==> config.mk <==
export PLATFORM = sky130hd
export DESIGN_NAME = rmps_cell
export DESIGN_NICKNAME = d
export VERILOG_FILES = /design/src/rmps_pkg.sv /design/src/rmps_cell.sv
export SDC_FILE = /design/constraint.sdc
export NUM_CORES = 1
export LEC_CHECK = 0
export BUFFER_PORTS_ARGS = -buffer_cell sky130_fd_sc_hd__buf_2
export CAP_MARGIN = 25
export CORE_AREA = 2 2 253 255
export DETAILED_ROUTE_END_ITERATION = 12
export DIE_AREA = 0 0 255 257
export PLACE_DENSITY = 0.33
export SLEW_MARGIN = 20
export SYNTH_ARGS = -nofsm -noshare
export SYNTH_HDL_FRONTEND = slang
export SYNTH_SLANG_ARGS = --single-unit
==> constraint.sdc <==
create_clock -name clk -period 13.75 [get_ports clk]
set_input_delay 2.75 -clock clk [delete_from_list [all_inputs] [get_ports clk]]
set_output_delay 2.75 -clock clk [all_outputs]
set_load 0.05 [all_outputs]
==> src/rmps_pkg.sv <==
// rmps_pkg: shared types and constants of the rate monotonic priority sorter
// no dependencies; used by the interfaces, the cell and the top level
package rmps_pkg;

  localparam int unsigned DEF_MAX_TASKS = 16;
  localparam int unsigned WORD_W        = 32;
  localparam int unsigned PRIO_W        = 5;

  typedef logic [WORD_W-1:0] word_t;
  typedef logic [PRIO_W-1:0] prio_t;

  // one task descriptor as held in a cell
  typedef struct packed {
    word_t period;
    word_t entry_point;
    word_t argument;
    word_t stack_top;
    word_t exec_time;
  } task_t;

  // what a cell shows its neighbors
  typedef struct packed {
    logic  valid;
    logic  gt;
    task_t data;
  } link_t;

  // chain-wide control
  typedef struct packed {
    logic load;
    logic shift;
  } ctl_t;

endpackage

==> src/rmps_cell.sv <==
// rmps_cell: one slot of the sorted insertion chain
// depends on rmps_pkg
module rmps_cell import rmps_pkg::*; (
  input  logic  clk,
  input  logic  rst_n,
  input  ctl_t  ctl,
  input  task_t new_task,
  input  link_t prev_link,
  input  link_t next_link,
  output link_t link
);

  logic  valid_r, valid_nxt;
  task_t data_r, data_nxt;
  logic  gt;

  // empty slots count as greater, so a new task lands in the first slot that is empty or holds a longer period
  assign gt   = !valid_r || (data_r.period > new_task.period);
  assign link = '{valid: valid_r, gt: gt, data: data_r};

  always_comb begin
    valid_nxt = valid_r;
    data_nxt  = data_r;
    if (ctl.shift) begin
      valid_nxt = next_link.valid;
      data_nxt  = next_link.data;
    end else if (ctl.load && gt) begin
      if (prev_link.gt) begin
        valid_nxt = prev_link.valid;
        data_nxt  = prev_link.data;
      end else begin
        valid_nxt = 1'b1;
        data_nxt  = new_task;
      end
    end
  end

  always_ff @(posedge clk) begin
    if (!rst_n) begin
      valid_r <= 1'b0;
    end else begin
      valid_r <= valid_nxt;
    end
  end

  always_ff @(posedge clk) begin
    data_r <= data_nxt;
  end

endmodule

==> out/results.tsv, run 1 <==
stage	metric	value	unit
status	status	finished, final reports clean	
placement	place_area	13140	sq um
clocking	cts_buffers	17	
route	dr.pass1.iters	5	
floorplanning	initial_core_util	0.1435	
logic_synthesis	syn_area_per_cell	10.91	sq um
logic_synthesis	synthFlopType	edfxtp_1	
finish	multi_input_area	3810	sq um
global_route	grt_pass1_wl	53.95	mm
finish	seqCellArea	4825	sq um
logic_synthesis	syn_inst	825	
min_path	min_to	valid_r$_SDFFE_PN0P_	
logic_synthesis	synth_top_cell_by_area	edfxtp_1	
floorplanning	die_height	257	um
logic_synthesis	synth_edf_count	160	
timing	fin_ws	6.313	ns
timing	fin_tns_setup	0	ns
route	drc	0	
global_route	gr-max-usage-layer	met2	
floorplanning	dieWidth	255	um
clocking	clock_sinks	161	
logic_synthesis	synth_mux_area_frac	0.1779	
route	vias	8365	
logic_synthesis	yosysUniqueCellTypes	32	
logic_synthesis	yosys.area_share.xor_xnor	0	
route	wl	38.07	mm
logic_synthesis	synth_seq_area_share	0.5359	
finish	finalInstanceArea	13740	sq um
worst_setup_path	start_kind	primary input	
timing	worst_pin_slew	1.025	ns
global_route	grt_remaining_overflow	0	
clocking	htreeDepth	4	
timing	whs	0.6583	ns
logic_synthesis	ys_ff_latch	161	
placement	pre_cts_ws	6.159	ns
worst_setup_path	rr_worst_depth	7	
timing	fin_worst_skew	0.01670	ns
global_route	grt_max_degree	161	
worst_setup_path	rr_endpoint	link[67]$_DFFE_PP_	
global_route	grt_pass1_vias	8642	
timing	period_minus_slack	7.437	ns
clocking	cts_hold_buf	0	
logic_synthesis	synthSimpleGateAreaFrac	0.09088	
logic_synthesis	syn_nets	1345	
clocking	cts.clk_slew.worst_paths	0.07	ns
logic_synthesis	synth_compound_area_frac	0.1083	
placement	io_buffers	648	
placement	dp.final_hpwl	30.36	mm
route	antenna_left	0	
timing	relSlewSlack	0.3167	
finish	area_growth_syn_to_layout	52.65	%
min_path	whs_path_depth	3	
clocking	ctsRootBufferMaster	clkbuf_16	
logic_synthesis	synth_area	9004	sq um
worst_setup_path	required	11.00	ns
power	powerDensity	118.1	nW/um^2
floorplanning	rows	92	
clocking	cts_tree	yes	
logic_synthesis	synth_adder_area_share	0.04447	
route	wl_per_cell	16.55	um
worst_setup_path	r2r-start	link[139]$_DFFE_PP_	
logic_synthesis	ys_warn_count	0	
timing	fmax	134.5	MHz
route	drt-initial-drc-count	324	
logic_synthesis	synth_area_leaders	edfxtp_1 (53%), mux2i_1 (18%), nand2_1 (7.0%)	
clocking	post_cts_buffers	0	
power	p_leak	6.596	nW
finish	final_layout_size_suffix_gt1_frac	0.4763	
worst_setup_path	critPathKind	in2out	
power	vdd_drop_max	92.72	uV
floorplanning	fp.coreArea	62740	sq um
timing	hold_viol	0	
run	maxCapViolCount	0	
global_route	met3_usage	0.03196	
timing	layout_worst_path_cycle_share	0.5409	
timing	finalMaxSlewViolations	0	
min_path	worstHoldStart	valid_r$_SDFFE_PN0P_	
finish	fin_nets	1961	
global_route	antenna_found_initial	2	
worst_setup_path	r2r_slack	10.58	ns
clocking	cts_resized	0	
finish	fillers	7016	
min_path	hold_path.class	reg2reg	
floorplanning	io_pins	650	
global_route	use_met1	0.1191	
clocking	clock_latency	0.48	ns
power	finalPower	1.623	mW
timing	finalSetupViolations	0	
logic_synthesis	synthArstFlopShare	0	
worst_setup_path	arrival	4.69	ns
worst_setup_path	endpoint_kind	output port	
logic_synthesis	synth_top_family_by_area	multiplexers	
worst_setup_path	cp_max_fo	3	
global_route	gr-usage-met2	0.2125	
placement	gp_congestion	0.8388	
route	viasPerCell	3.637	
clocking	clockBufferDepth	2	
logic_synthesis	synth_top_area_share	0.5336	
floorplanning	fp.dieArea	65540	sq um
global_route	track_usage	0.1124	
timing	rsz0062_at_grt	no	
==> cell usage after synthesis (2+ instances only) <==
library cell / count
nor4_2: 2
ha_1: 32
buf_4: 6
o211ai_1: 2
a21oi_1: 13
nand4_1: 5
o21ai_0: 82
nand3_1: 3
o21ai_1: 83
nand2_1: 168
inv_1: 35
nor3_1: 2
mux2i_1: 160
clkbuf_1: 34
nand4_2: 3
nor2_1: 5
buf_2: 16
edfxtp_1: 160
==> power breakdown <==
part           internal, mW  switching, mW
sequential            0.610         0.0175
clock                 0.287          0.227
combinational         0.139          0.343
==> layout by cell type (no fill, tap or decap), drive strengths merged, types with 2 or more instances in the layout <==
master	netlist	routed
a21oi	13	13
a22oi	2	2
buf	22	653
bufinv	0	3
clkbuf	34	17
clkinv	0	5
clkinvlp	0	2
edfxtp	160	160
ha	32	32
inv	35	39
mux2i	160	160
nand2	168	168
nand3	3	3
nand4	9	9
nor2	5	5
nor2b	2	2
nor3	2	2
nor4	2	2
o211ai	2	2
o21ai	165	165
==> per-layer routing <==
metal / share of wire / routed length [um]
met5: 0.00032 / 12
met4: 0.012 / 471
met3: 0.063 / 2392
met2: 0.54 / 20610
met1: 0.38 / 14580
==> state kept, by name, summed over array words and instances (netlist names) <==
| register | flops |
|---|---|
| link | 160 |
| valid_r | 1 |
==> critical path, cell delays in order <==
cell,delay (ns)
buf_2,0.13
inv_1,0.06
ha_1,0.31
nand4_1,0.19
nor4_2,0.53
nand2_1,0.12
a22oi_2,0.30
nand2_1,0.08
buf_2,0.21
==> area by class of cell <==
| class | instances | area share |
|---|---|---|
| flip-flops and latches | 161 | 0.3510 |
| inverters | 35 | 0.009559 |
| clock inverters | 14 | 0.01302 |
| multi-input cells | 573 | 0.2772 |
| diodes | 1 | 0.0001821 |
| clock buffers | 17 | 0.03095 |
| well taps | 846 | 0.07701 |
| repair buffers | 653 | 0.2411 |
==> worst max-delay path by stage <==
stage,from,endpoint,cells after the start
2_1_floorplan,new_task[129],link[0]$_DFFE_PP_,8
3_3_place_gp,new_task[139],link[160],9
3_5_place_dp,new_task[139],link[160],9
4_1_cts,new_task[139],link[160],9
5_1_grt,new_task[139],link[160],9
6_report,new_task[139],link[160],9
==> metrics by stage <==
step / std cells / util
2_1_floorplan: 825 / -
3_3_place_gp: 2268 / 0.2094
3_5_place_dp: 2268 / 0.2094
4_1_cts: 2299 / 0.2190
5_1_grt: 2300 / 0.2191
6_report: 2300 / 0.2191
==> cells by family after synthesis <==
kind of cell / after synthesis
DFF: 161
AOI/OAI and AO/OA: 188
and+or+nand+nor: 193
buffers and inverters: 91
muxes: 160
adders and majority gates: 32
No activity file was read; power rests on OpenSTA's default activity.
==> inputs of run 2 (changes only) <==
--- a/config.mk
+++ b/config.mk
@@ -5,11 +5,12 @@
 export SDC_FILE = /design/constraint.sdc
 export NUM_CORES = 1
 export LEC_CHECK = 0
+export ABC_AREA = 1
 export BUFFER_PORTS_ARGS = -buffer_cell sky130_fd_sc_hd__buf_2
 export CAP_MARGIN = 25
-export CORE_AREA = 2 2 253 255
+export CORE_AREA = 2 2 252 254
 export DETAILED_ROUTE_END_ITERATION = 12
-export DIE_AREA = 0 0 255 257
+export DIE_AREA = 0 0 254 256
 export PLACE_DENSITY = 0.33
 export SLEW_MARGIN = 20
 export SYNTH_ARGS = -nofsm -noshare
==> constraint.sdc (replaced) <==
create_clock -name clk -period 7.4 [get_ports clk]
set_input_delay 1.48 -clock clk [delete_from_list [all_inputs] [get_ports clk]]
set_output_delay 1.48 -clock clk [all_outputs]
set_load 0.05 [all_outputs]
==> out/results.tsv, run 2 <==
stage	metric	value	unit	change
timing	period_minus_slack	4.422	ns	
power	powerDensity	216.2	nW/um^2	+83%
clocking	htreeDepth	4		unchanged
logic_synthesis	ys_ff_latch	161		unchanged
timing	fin_tns_setup	0	ns	unchanged
worst_setup_path	worst-path-buf-inv	3		unchanged
clocking	cts_buffers	17		unchanged
timing	fin_worst_skew	0.01499	ns	-0.001716 ns
worst_setup_path	crit_chain	buf_2 -> inv_1 -> ha_1 -> nand2_1 -> nor2_1 -> nand2_2 -> nor2_1 -> nand2_1 -> nand2_1 -> nand2_1 -> nand2_2 -> buf_2		
global_route	grt_pass1_vias	9725		+13%
finish	final_layout_size_suffix_gt1_frac	0.4347		-0.04158
floorplanning	fp.dieArea	65020	sq um	-0.78%
power	vdd_drop_max	157.6	uV	+70%
logic_synthesis	synth_top_area_share	0.5362		+0.002608
logic_synthesis	post-synth-top-count-cell	a21oi_1		
logic_synthesis	synth_seq_area_share	0.5385		+0.002619
finish	fin_nets	2123		+8.3%
clocking	clock_latency	0.48	ns	about the same
floorplanning	fp.coreArea	62390	sq um	-0.55%
floorplanning	die_height	256	um	-0.39%
worst_setup_path	crit_slowest_cell	ha_1		
placement	pre_cts_ws	2.954	ns	-3.205 ns
worst_setup_path	critPathKind	in2out		
logic_synthesis	synth_common_cells	a21oi_1 (274), nand2_1 (195), edfxtp_1 (160)		
logic_synthesis	synth_area	8960	sq um	-0.49%
timing	finalSetupViolations	0		unchanged
logic_synthesis	synthArstFlopShare	0		unchanged
power	switching_share	0.3598		-0.001881
clocking	ctsRootBufferMaster	clkbuf_16		
clocking	cts_tree	yes		
route	dr.pass1.iters	5		unchanged
logic_synthesis	synth_area_leaders	edfxtp_1 (54%), a21oi_1 (15%), nand2_1 (8.2%)		
logic_synthesis	ys_warn_count	0		unchanged
finish	seqCellArea	4825	sq um	unchanged
route	drt-initial-drc-count	491		+52%
floorplanning	initial_core_util	0.1436		about the same
power	internal_power	1.888	mW	+82%
finish	layout_common_cells	buf_2 (646), a21oi_1 (274), nand2_1 (195), edfxtp_1 (160), nor2_1 (141)		
placement	gp_congestion	0.8286		-1.2%
timing	worst_pin_slew	1.065	ns	+0.04022 ns
global_route	grt_max_degree	94		-42%
clocking	post_cts_buffers	0		unchanged
placement	io_buffers	648		unchanged
timing	relSlewSlack	0.2899		-0.02682
route	vias	9719		+16%
logic_synthesis	syn_area_per_cell	8.960	sq um	-18%
floorplanning	dieWidth	254	um	-0.39%
worst_setup_path	arrival	2.94	ns	-1.75 ns
finish	multi_input_area	3636	sq um	-4.6%
timing	finalMaxSlewViolations	0		unchanged
power	combPwrFrac	0.292		-0.005
power	pwr-share-clk	0.319		+0.002
run	maxCapViolCount	0		unchanged
clocking	clockBufferDepth	2		unchanged
global_route	use_met1	0.1410		+0.02195
min_path	hold_path.class	reg2reg		
timing	whs	0.6508	ns	-0.007481 ns
timing	fin_ws	2.978	ns	-3.335 ns
timing	layout_worst_path_cycle_share	0.5975		
floorplanning	rows	92		unchanged
finish	layout_commonest_cell	buf_2		
logic_synthesis	yosysUniqueCellTypes	27		-16%
floorplanning	io_pins	650		unchanged
timing	fmax	226.2	MHz	
power	p_sw	1.061	mW	+81%
worst_setup_path	cp_max_fo	3		unchanged
global_route	gr-max-usage-layer	met2		
worst_setup_path	crit_family	simple AND/OR/NAND/NOR gates		
route	viasPerCell	3.938		+8.3%
finish	area_growth_syn_to_layout	52.24	%	
clocking	cts.clk_slew.worst_paths	0.07	ns	about the same
finish	utilization	0.2186		-0.0004520
route	wl_per_cell	17.93	um	+8.3%
placement	place_area	13010	sq um	-0.95%
placement	dp.final_hpwl	33.79	mm	+11%
global_route	track_usage	0.1320		+0.01960
clocking	clock_sinks	161		unchanged
finish	final_cells	2468		+7.3%
clocking	cts_resized	0		unchanged
route	drc	0		unchanged
route	antenna_left	0		unchanged
finish	fillers	7147		+1.9%
worst_setup_path	start_kind	primary input		
global_route	gr-usage-met2	0.2378		+0.02530
global_route	grt_remaining_overflow	0		unchanged
logic_synthesis	synth_top_cell_by_area	edfxtp_1		
status	status	finished, final reports clean		
power	finalPower	2.949	mW	+82%
clocking	cts_hold_buf	0		unchanged
finish	finalInstanceArea	13640	sq um	-0.76%
logic_synthesis	syn_inst	1000		+21%
global_route	met3_usage	0.04404		+0.01207
logic_synthesis	syn_nets	1520		+13%
power	p_leak	6.221	nW	-5.7%
timing	hold_viol	0		unchanged
global_route	antenna_found_initial	12		+10
power	power_frac_seq	0.389		+0.002
worst_setup_path	cp_common_cell	nand2_1		
logic_synthesis	synth_edf_count	160		unchanged
route	wl	44.25	mm	+16%
finish	largest_register_ffs	160		unchanged
placement	dpl.cell_count	2429		+7.1%
logic_synthesis	synthFlopType	edfxtp_1		
timing	rsz0062_at_grt	no		
worst_setup_path	cpPeakStageDelay	0.29	ns	-0.24 ns
worst_setup_path	required	5.92	ns	-5.08 ns
worst_setup_path	endpoint_kind	output port		
global_route	grt_pass1_wl	62.79	mm	+16%
## run 2: cell types whose count changed in the layout (fill, tap and decap cells not counted), moves of 5 or more
cell,before,now
a21oi_1,13,274
mux2i_1,160,0
nor2_1,5,141
o21ai_0,82,0
o21ai_1,83,2
o21a_1,1,30
nand2_1,168,195
o211ai_1,2,29
diode_2,1,7
nand2_2,0,5
## run 2: final cells by class
type,instances,area share
multi-input cells,722,0.2666
clock inverters,14,0.01211
well taps,846,0.07760
flip-flops and latches,161,0.3537
diodes,7,0.001284
clock buffers,17,0.03119
inverters,45,0.01293
repair buffers,656,0.2446
## run 2: worst reg2reg max path, stage by stage (launching register included)
cell and delay [ns]:
edfxtp_1 0.46, ha_1 0.34, nand2_1 0.07, nor2_1 0.13, nand2_1 0.07, nand2_1 0.11, nand2_1 0.06, nand2_1 0.05
nand2_1 0.04, nand2_1 0.05, nand2_1 0.08, nand2_2 0.10, nand2_2 0.10, nand2_8 0.42, buf_12 0.53
## run 2: metal layers
metal | routed length (um) | up-vias
met5 | 54 | -
met4 | 1028 | 8
met1 | 16670 | 4561
met3 | 3512 | 49
li1 | - | 4693
met2 | 22980 | 408
## run 2: logic make-up (layout without fill, tap and decap cells)
| group | count (synthesis) | count (layout) | share of synthesized area |
|---|---|---|---|
| compound gates | 339 | 339 | 0.2071 |
| fa+ha+maj | 32 | 32 | 0.04469 |
| buf+inv | 117 | 732 | 0.05725 |
| flops | 161 | 161 | 0.5385 |
| other cells | 0 | 7 | 0 |
| simple gates | 351 | 351 | 0.1525 |
## run 2: worst paths after layout
kind                     endpoint  slack (ns)                 start  cells past startpoint
min          valid_r$_SDFFE_PN0P_        0.65  valid_r$_SDFFE_PN0P_                      2
max                     link[160]        2.98         new_task[155]                     12
max reg2reg    link[94]$_DFFE_PP_        4.34   link[135]$_DFFE_PP_                     14
min reg2reg  valid_r$_SDFFE_PN0P_        0.65  valid_r$_SDFFE_PN0P_                      2
## run 2: power groups by stage
stage	Sequential [mW]	Combinational, mW	Clock, mW
5_1_grt	1.16	0.929	1.02
4_1_cts	1.15	0.878	0.993
3_5_place_dp	1.17	0.876	0
2_1_floorplan	1.49	0.226	0
3_3_place_gp	1.17	0.882	0
6_report	1.15	0.861	0.940
